File: src/nls_pkg.sv
// Shared types and constants for the numeric literal scanner.
// Used by nls_core and numeric_literal_scanner; no dependencies.
package nls_pkg;

  // Literal kinds reported with each result
  typedef logic [2:0] kind_t;
  localparam kind_t KIND_INT   = 3'd0;
  localparam kind_t KIND_UINT  = 3'd1;
  localparam kind_t KIND_REAL  = 3'd2;
  localparam kind_t KIND_LREAL = 3'd3;
  localparam kind_t KIND_BAD   = 3'd4;

  localparam logic [7:0] ASCII_ZERO = 8'd48;
  localparam logic [4:0] FRAC_MAX   = 5'd19;
  localparam logic [1:0] COUNT_MAX  = 2'd3;

  // One finished literal, as handed from the core to the result register
  typedef struct packed {
    logic        valid;
    logic [63:0] int_value;
    logic [63:0] frac_value;
    logic [4:0]  frac_digits;
    kind_t       lit_kind;
    logic        ends_before;
  } result_t;

endpackage

File: src/nls_core.sv
// Literal scanning state and next-state logic for one source byte per step.
// Depends on nls_pkg for kinds, constants and the result struct.
module nls_core (
  input  logic              clk,
  input  logic              rst_n,
  input  logic              step,
  input  logic [7:0]        ch,
  input  logic              eot,
  output nls_pkg::result_t  res
);

  typedef enum logic [2:0] {
    PH_IDLE   = 3'd0,
    PH_ZERO   = 3'd1,
    PH_OCT    = 3'd2,
    PH_HEX    = 3'd3,
    PH_DEC    = 3'd4,
    PH_SUFFIX = 3'd5,
    PH_FRAC   = 3'd6
  } phase_t;

  localparam logic [7:0] CH_DOT = 8'h2e;
  localparam logic [7:0] CH_LA  = 8'h61;  // 'a'
  localparam logic [7:0] CH_LF  = 8'h66;  // 'f'
  localparam logic [7:0] CH_LL  = 8'h6c;  // 'l'
  localparam logic [7:0] CH_LU  = 8'h75;  // 'u'
  localparam logic [7:0] CH_LX  = 8'h78;  // 'x'
  localparam logic [7:0] CH_CASE = 8'h20;
  localparam logic [7:0] CH_NINE = 8'h39;

  phase_t      phase_r, phase_nxt;
  logic [63:0] accum_r, accum_nxt;
  logic [1:0]  ucnt_r, ucnt_nxt;
  logic [1:0]  lcnt_r, lcnt_nxt;
  logic [63:0] frac_r, frac_nxt;
  logic [4:0]  fcnt_r, fcnt_nxt;

  logic        dig;
  logic [3:0]  d;
  logic [7:0]  lc;
  logic        is_u, is_l, is_ul, is_hex_letter;
  logic [3:0]  hex_val;
  logic [63:0] acc_x8, acc_x10, acc_x16, acc_hexl, frac_x10;
  logic        emit_c, ends_c, start_c;
  nls_pkg::kind_t kind_c, pend_kind;

  // Classify the byte
  always_comb begin
    lc            = ch | CH_CASE;
    dig           = (ch >= nls_pkg::ASCII_ZERO) && (ch <= CH_NINE);
    d             = dig ? 4'(ch - nls_pkg::ASCII_ZERO) : 4'd0;
    is_u          = (lc == CH_LU);
    is_l          = (lc == CH_LL);
    is_ul         = is_u || is_l;
    is_hex_letter = (lc >= CH_LA) && (lc <= CH_LF);
    hex_val       = 4'(lc - CH_LA + 8'd10);
  end

  // Constant multiply-adds as shifts and adds
  always_comb begin
    acc_x8   = {accum_r[60:0], 3'b000} + {60'd0, d};
    acc_x16  = {accum_r[59:0], 4'b0000} + {60'd0, d};
    acc_hexl = {accum_r[59:0], 4'b0000} + {60'd0, hex_val};
    acc_x10  = {accum_r[60:0], 3'b000} + {accum_r[62:0], 1'b0} + {60'd0, d};
    frac_x10 = {frac_r[60:0], 3'b000} + {frac_r[62:0], 1'b0} + {60'd0, d};
  end

  // Kind of the literal in progress when something ends it
  always_comb begin
    pend_kind = nls_pkg::KIND_INT;
    if (phase_r == PH_FRAC) begin
      pend_kind = nls_pkg::KIND_REAL;
    end else if (phase_r == PH_SUFFIX) begin
      if (ucnt_r > 2'd1 || lcnt_r > 2'd2) begin
        pend_kind = nls_pkg::KIND_BAD;
      end else if (ucnt_r != 2'd0) begin
        pend_kind = nls_pkg::KIND_UINT;
      end
    end
  end

  // Next state and result for one byte
  always_comb begin
    phase_nxt = phase_r;
    accum_nxt = accum_r;
    ucnt_nxt  = ucnt_r;
    lcnt_nxt  = lcnt_r;
    frac_nxt  = frac_r;
    fcnt_nxt  = fcnt_r;
    emit_c    = 1'b0;
    ends_c    = 1'b0;
    start_c   = 1'b0;
    kind_c    = nls_pkg::KIND_INT;

    if (step) begin
      if (eot) begin
        // Flush whatever is pending; nothing to re-lex
        if (phase_r != PH_IDLE && phase_r != phase_t'(3'd7)) begin
          emit_c = 1'b1;
          kind_c = pend_kind;
        end else begin
          phase_nxt = PH_IDLE;
        end
      end else begin
        unique case (phase_r)
          PH_ZERO: begin
            if (lc == CH_LX) begin
              phase_nxt = PH_HEX;
            end else if (ch == CH_DOT) begin
              phase_nxt = PH_FRAC;
            end else if (dig && !d[3]) begin
              phase_nxt = PH_OCT;
              accum_nxt = {60'd0, d};
            end else if (is_ul) begin
              phase_nxt = PH_SUFFIX;
            end else begin
              emit_c  = 1'b1;
              ends_c  = 1'b1;
              start_c = dig;
            end
          end
          PH_OCT: begin
            if (dig && !d[3]) begin
              accum_nxt = acc_x8;
            end else if (is_ul && accum_r == 64'd0) begin
              phase_nxt = PH_SUFFIX;
            end else begin
              emit_c  = 1'b1;
              ends_c  = 1'b1;
              start_c = dig;
            end
          end
          PH_HEX: begin
            if (dig) begin
              accum_nxt = acc_x16;
            end else if (is_hex_letter) begin
              accum_nxt = acc_hexl;
            end else begin
              emit_c = 1'b1;
              ends_c = 1'b1;
            end
          end
          PH_DEC: begin
            if (dig) begin
              accum_nxt = acc_x10;
            end else if (ch == CH_DOT) begin
              phase_nxt = PH_FRAC;
            end else if (is_ul) begin
              phase_nxt = PH_SUFFIX;
            end else begin
              emit_c = 1'b1;
              ends_c = 1'b1;
            end
          end
          PH_SUFFIX: begin
            if (!is_ul) begin
              emit_c  = 1'b1;
              ends_c  = 1'b1;
              kind_c  = pend_kind;
              start_c = dig;
            end
          end
          PH_FRAC: begin
            if (dig) begin
              frac_nxt = frac_x10;
              if (fcnt_r < nls_pkg::FRAC_MAX) fcnt_nxt = fcnt_r + 5'd1;
            end else if (is_l) begin
              emit_c = 1'b1;
              kind_c = nls_pkg::KIND_LREAL;
            end else if (lc == CH_LF) begin
              emit_c = 1'b1;
              kind_c = nls_pkg::KIND_REAL;
            end else begin
              emit_c = 1'b1;
              ends_c = 1'b1;
              kind_c = nls_pkg::KIND_REAL;
            end
          end
          default: begin
            // Idle, and the unused code treated as idle
            phase_nxt = PH_IDLE;
            start_c   = dig;
          end
        endcase

        // Count u/l suffix letters, saturating
        if (!emit_c && is_ul &&
            (phase_r == PH_SUFFIX || phase_nxt == PH_SUFFIX)) begin
          if (is_u) begin
            if (ucnt_r < nls_pkg::COUNT_MAX) ucnt_nxt = ucnt_r + 2'd1;
          end else begin
            if (lcnt_r < nls_pkg::COUNT_MAX) lcnt_nxt = lcnt_r + 2'd1;
          end
        end
      end

      // Drop the finished literal, then open a new one on a digit
      if (emit_c || start_c) begin
        phase_nxt = PH_IDLE;
        accum_nxt = 64'd0;
        ucnt_nxt  = 2'd0;
        lcnt_nxt  = 2'd0;
        frac_nxt  = 64'd0;
        fcnt_nxt  = 5'd0;
      end
      if (start_c) begin
        phase_nxt = (d == 4'd0) ? PH_ZERO : PH_DEC;
        accum_nxt = {60'd0, d};
      end
    end
  end

  // Shape the result from the state before this byte
  always_comb begin
    res.valid       = emit_c;
    res.int_value   = (kind_c == nls_pkg::KIND_UINT) ? {32'd0, accum_r[31:0]} : accum_r;
    res.frac_value  = (kind_c == nls_pkg::KIND_REAL || kind_c == nls_pkg::KIND_LREAL)
                      ? frac_r : 64'd0;
    res.frac_digits = (kind_c == nls_pkg::KIND_REAL || kind_c == nls_pkg::KIND_LREAL)
                      ? fcnt_r : 5'd0;
    res.lit_kind    = kind_c;
    res.ends_before = ends_c;
  end

  // Hold the literal in progress
  always_ff @(posedge clk) begin
    if (!rst_n) begin
      phase_r <= PH_IDLE;
      accum_r <= 64'd0;
      ucnt_r  <= 2'd0;
      lcnt_r  <= 2'd0;
      frac_r  <= 64'd0;
      fcnt_r  <= 5'd0;
    end else begin
      phase_r <= phase_nxt;
      accum_r <= accum_nxt;
      ucnt_r  <= ucnt_nxt;
      lcnt_r  <= lcnt_nxt;
      frac_r  <= frac_nxt;
      fcnt_r  <= fcnt_nxt;
    end
  end

endmodule

File: src/numeric_literal_scanner.sv
// Top level of the numeric literal scanner: stream ports, input and result registers.
// Depends on nls_pkg and nls_core.
//
// Scans C-style numeric literals (decimal, octal, hex, reals with a fraction)
// from a byte stream, one byte per transfer, and sends one result per finished
// literal. The block takes a byte every cycle while results are being taken;
// a byte that causes a result sits in the input register while the scanner
// core's combinational shift-and-add logic works out the result, which is
// then registered in the result register. Set in_tlast to mark end of text:
// it flushes the pending literal and in_tdata is ignored. ends_before in a
// result means the byte that ended the literal is not part of it and should
// be lexed again by the consumer.
module numeric_literal_scanner (
  input  logic         clk,
  input  logic         rst_n,
  input  logic         in_tvalid,
  output logic         in_tready,
  input  logic [7:0]   in_tdata,   // [7:0] ch
  input  logic         in_tlast,   // end_of_text
  output logic         out_tvalid,
  input  logic         out_tready,
  output logic [135:0] out_tdata,  // [63:0] int_value, [127:64] frac_value,
                                   // [132:128] frac_digits, [135:133] zero
  output logic [3:0]   out_tuser   // [2:0] lit_kind, [3] ends_before
);

  logic             in_valid_r;
  logic [7:0]       ch_r;
  logic             eot_r;
  logic             step;
  nls_pkg::result_t res;
  logic             out_valid_r;
  nls_pkg::result_t out_r;

  // Advance the held byte when the result register is free or draining
  assign step      = in_valid_r && (!out_valid_r || out_tready);
  assign in_tready = !in_valid_r || step;

  // Hold the accepted byte
  always_ff @(posedge clk) begin
    if (!rst_n) begin
      in_valid_r <= 1'b0;
    end else if (in_tready) begin
      in_valid_r <= in_tvalid;
    end
    if (in_tready && in_tvalid) begin
      ch_r  <= in_tdata;
      eot_r <= in_tlast;
    end
  end

  nls_core u_core (
    .clk   (clk),
    .rst_n (rst_n),
    .step  (step),
    .ch    (ch_r),
    .eot   (eot_r),
    .res   (res)
  );

  // Hold the result until transferred
  always_ff @(posedge clk) begin
    if (!rst_n) begin
      out_valid_r <= 1'b0;
    end else if (step) begin
      out_valid_r <= res.valid;
    end else if (out_tready) begin
      out_valid_r <= 1'b0;
    end
    if (step && res.valid) begin
      out_r <= res;
    end
  end

  assign out_tvalid = out_valid_r;
  assign out_tdata  = {3'd0, out_r.frac_digits, out_r.frac_value, out_r.int_value};
  assign out_tuser  = {out_r.ends_before, out_r.lit_kind};

endmodule
File: config.mk
export PLATFORM = sky130hd
export DESIGN_NAME = numeric_literal_scanner
export DESIGN_NICKNAME = d
export VERILOG_FILES = /design/src/nls_pkg.sv /design/src/nls_core.sv /design/src/numeric_literal_scanner.sv
export SDC_FILE = /design/constraint.sdc
export NUM_CORES = 1
export LEC_CHECK = 0
export BUFFER_PORTS_ARGS = -buffer_cell sky130_fd_sc_hd__buf_2
export CELL_PAD_IN_SITES_DETAIL_PLACEMENT = 0
export CELL_PAD_IN_SITES_GLOBAL_PLACEMENT = 1
export CORE_ASPECT_RATIO = 1.4
export CORE_MARGIN = 1.5
export CORE_UTILIZATION = 45
export CTS_BUF_LIST = sky130_fd_sc_hd__clkbuf_8
export DETAILED_ROUTE_END_ITERATION = 8
export PLACE_DENSITY_LB_ADDON = 0.1
export SYNTH_ARGS = -nofsm -noshare
export SYNTH_HDL_FRONTEND = slang
export SYNTH_SLANG_ARGS = --single-unit
export TNS_END_PERCENT = 30
File: constraint.sdc
create_clock -name clk -period 17.91 [get_ports clk]
set_input_delay 2.6865 -clock clk [delete_from_list [all_inputs] [get_ports clk]]
set_output_delay 2.6865 -clock clk [all_outputs]
set_load 0.01 [all_outputs]
==> impl_results.md <==
- Seq cells post-synth: 288
- Reg clk slew, reported paths: 0.07 ns
- H-tree lvl count: 2
- Design area: 0.0237 mm²
- Sequential share of power: 52.7%
- Initial drt markers: 1221
- Post-route ant nets: 0
- Register area: 0.00723 mm²
- Critical Path RT: 15.22 ns
- Peak supply drop: 53.2 µV
- Die X: 188 µm
- Status: finished clean
- R2R cell count: 19
- Setup violators final: 0
- Worst reg-to-reg setup slack: 12.05 ns
- Worst-margin pin slew: 1.16 ns
- Critical Path Fanout Max: 4
- Initial core utilization: 45.4%
- Post_cts resized: 0
- Ys Warns: 0
- First-pass GRT wire length: 108000 µm
- EDFF count, synth: 146
- Netlist cell types: 87
- Area post-placement: 0.0228 mm²
- Share of post-route cells with drive strength above 1: 10.2%
- RSZ-0062 raised after global routing: no
- Switching Share: 25.7%
- Ys flop type: edfxtp_1
- Sink Count: 288
- Routability cong.: 0.941
- Setup_tns: 0 ns
- Tmin final: 5.93 ns
- Via count: 19700
- Hold Path Depth: 2
- Max Cap Viol: 0
- Worst Path Arrival: 3.25 ns
- I/O pin cnt: 155
- NetSw: 0.000340 W
- Port buffer count: 151
- Logic pwr share: 3.4%
- TritonCTS buffer count: 48
- # DRC: 0
- Worst r2r dst: u_core.accum_r[56]
- Leak Pwr: 10.5 nW
- Worst Setup Start Kind: input pin
- Most frequent cells in the layout: 259 x ha_1, 212 x nand2_1, 202 x nor2_1
- Async set or reset register ratio after synthesis: 0%
- P&R area growth vs syn: 9.33%
- Clock buffer depth: 3
- Initial antenna violation count: 1
- TritonCTS clock tree: yes
- Clock power frac: 43.9%
- Internal power: 0.000984 W
- HP Class: flip-flop to flip-flop
- FP Rows: 95
- Hold endpoint: u_core.frac_r[63]
- P per Cell Area: 55.9 mW/mm²
- Sequential cell area fraction in the yosys report: 33.3%
- Global-route usage over all layers: 27.1%
- Multi-input logic area: 0.0137 mm²
- Routed WL per cell: 21.2 µm
- Core area: 0.0478 mm²
- Final Cycle Share: 33.1%
- Post-DP HPWL: 49600 µm
- Worst-skew pair later-pin latency: 0.66 ns
- DR vias/cell: 6.09
- Die height: 263 µm
- Fillers: 4715
- Fin nets: 2833
- Peak Freq: 169 MHz
- Reg-to-Reg Start: ch_r[0]
- Commonest non-fill, non-tap cell in the layout: ha_1
- Vias in the first global route: 19500
- Hold Crit Start: u_core.frac_r[63]
- Largest net degree at the start of global routing: 74
- Hold Fails Final Rpt: 0
- Syn Area/Cell: 8.73 µm²
- Slew margin rel.: 22.5%
- First-pass iteration count of the detailed router: 6
- Setup CP Type: input pin to output port
- Final WL: 68400 µm
- Max Transition Viols Final: 0
- Die footprint: 0.0495 mm²
- Skew final: 0.0261 ns
- Hold-fix buffers, CTS: 0
- CTS root buffer: clkbuf_8
- Gr ovfl total: 0
- Setup Fix Bufs, Post-CTS: 0
- Post-Syn Instances: 2483
- Netlist Area Pre-Place: 0.0217 mm²
- Crit path capture type: output port
## final cells by class
class	instances	area share (%)
multi-input combinational	2001	57.8
sequential	288	30.5
tap	630	3.33
antenna	1	0.0106
clock buffer	51	2.96
inverter	54	0.855
clock inverter	39	0.855
timing repair buffer	166	3.66
## critical path: stages
cell and delay (ns):
buf_2 0.10, nor2b_1 0.20, nand2_1 0.11, buf_2 0.15
## routing by layer
| metal | wire [µm] | GRT usage (%) | part of all wire (%) | vias to the layer above |
|---|---|---|---|---|
| li1 | - | - | - | 9444 |
| met1 | 27100 | 31.0 | 40 | 9494 |
| met2 | 35100 | 49.5 | 51 | 572 |
| met3 | 3090 | 3.58 | 4.5 | 166 |
| met4 | 3170 | 12.8 | 4.6 | 0 |
| met5 | 0 | 0 | 0 | - |
## cell families after synthesis
family	share of synthesized area, %
simple gates	19.5
compound gates	22.6
flops	33.3
fa+ha+maj	15.1
buf+inv	3.67
xor+xnor	5.50
mux	0.277
other cells	0.0173
## power by group through the flow
stage | Sequential, W | Clock, W | Combinational [W]
after detailed placement | 0.000712 | 0 | 0.0000449
after CTS | 0.000698 | 0.000597 | 0.0000451
final | 0.000698 | 0.000582 | 0.0000448
after global placement | 0.000712 | 0 | 0.0000446
after global routing | 0.000698 | 0.000623 | 0.0000482
after floorplan | 0.000713 | 0 | 0.0000287
## synthesized netlist by cell type (all sizes together) (8+ instances only)
library cell  instances  share of area (%)
nand3                66                1.5
and3                 34               0.98
edfxtp              146                 20
xnor2                76                3.1
nor2b                49                1.4
nand2               213                3.7
clkbuf              117                2.0
o211ai               18               0.62
nand4                50                1.4
or3                  11               0.32
dfxtp               142                 13
a21boi                9               0.31
a221oi               18               0.73
nor4                 34               0.98
o21bai               22               0.76
xor2                 60                2.4
inv                  53               0.92
o21a                 19               0.66
a211oi               16               0.61
a22o                  8               0.32
buf                  25               0.71
o21ai               166                3.9
a21o                 61                2.1
and2                 81                2.3
nand2b               18               0.52
nor3b                 9               0.31
a31oi                34               0.98
a32oi                14               0.57
nor3                 33               0.76
or2                  14               0.40
nor2                206                3.6
and4                  9               0.36
a21oi               183                4.3
ha                  259                 15
o31ai                29                1.0
a22oi                68                2.4
o22ai                 8               0.23
## worst max-delay path by stage
stage | from | endpoint | slack [ns] | cells after the start
final | out_tready | in_tready | 11.98 | 4
after global routing | ch_r[0] | u_core.accum_r[56] | 11.71 | 19
after CTS | out_tready | in_tready | 11.98 | 4
after detailed placement | out_tready | u_core.accum_r[48] | 11.86 | 9
after global placement | out_tready | u_core.accum_r[48] | 11.91 | 9
after floorplan | out_tready | out_tdata[0] | 8.40 | 4
## state kept, by name, summed over array words and instances (netlist names)
register and count:
u_core.lcnt_r 2, out_tdata 133, u_core.ucnt_r 2, u_core.accum_r 64, ch_r 8, in_valid_r 1, out_tvalid 1, out_tuser 4
eot_r 1, u_core.frac_r 64, u_core.fcnt_r 5, u_core.phase_r 3
## metrics by stage
step | hold WS (ns) | util, % | instances | power, W | setup slack, ns
after floorplan | 0.417 | - | 2485 | 0.000742 | 8.40
after global placement | 0.458 | 47.7 | 3139 | 0.000756 | 11.91
after detailed placement | 0.460 | 47.7 | 3139 | 0.000757 | 11.86
after CTS | 0.475 | 49.6 | 3229 | 0.00134 | 11.98
after global routing | 0.494 | 49.6 | 3230 | 0.00137 | 11.71
final | 0.469 | 49.6 | 3230 | 0.00132 | 11.98
No activity file was read; power rests on OpenSTA's default activity.
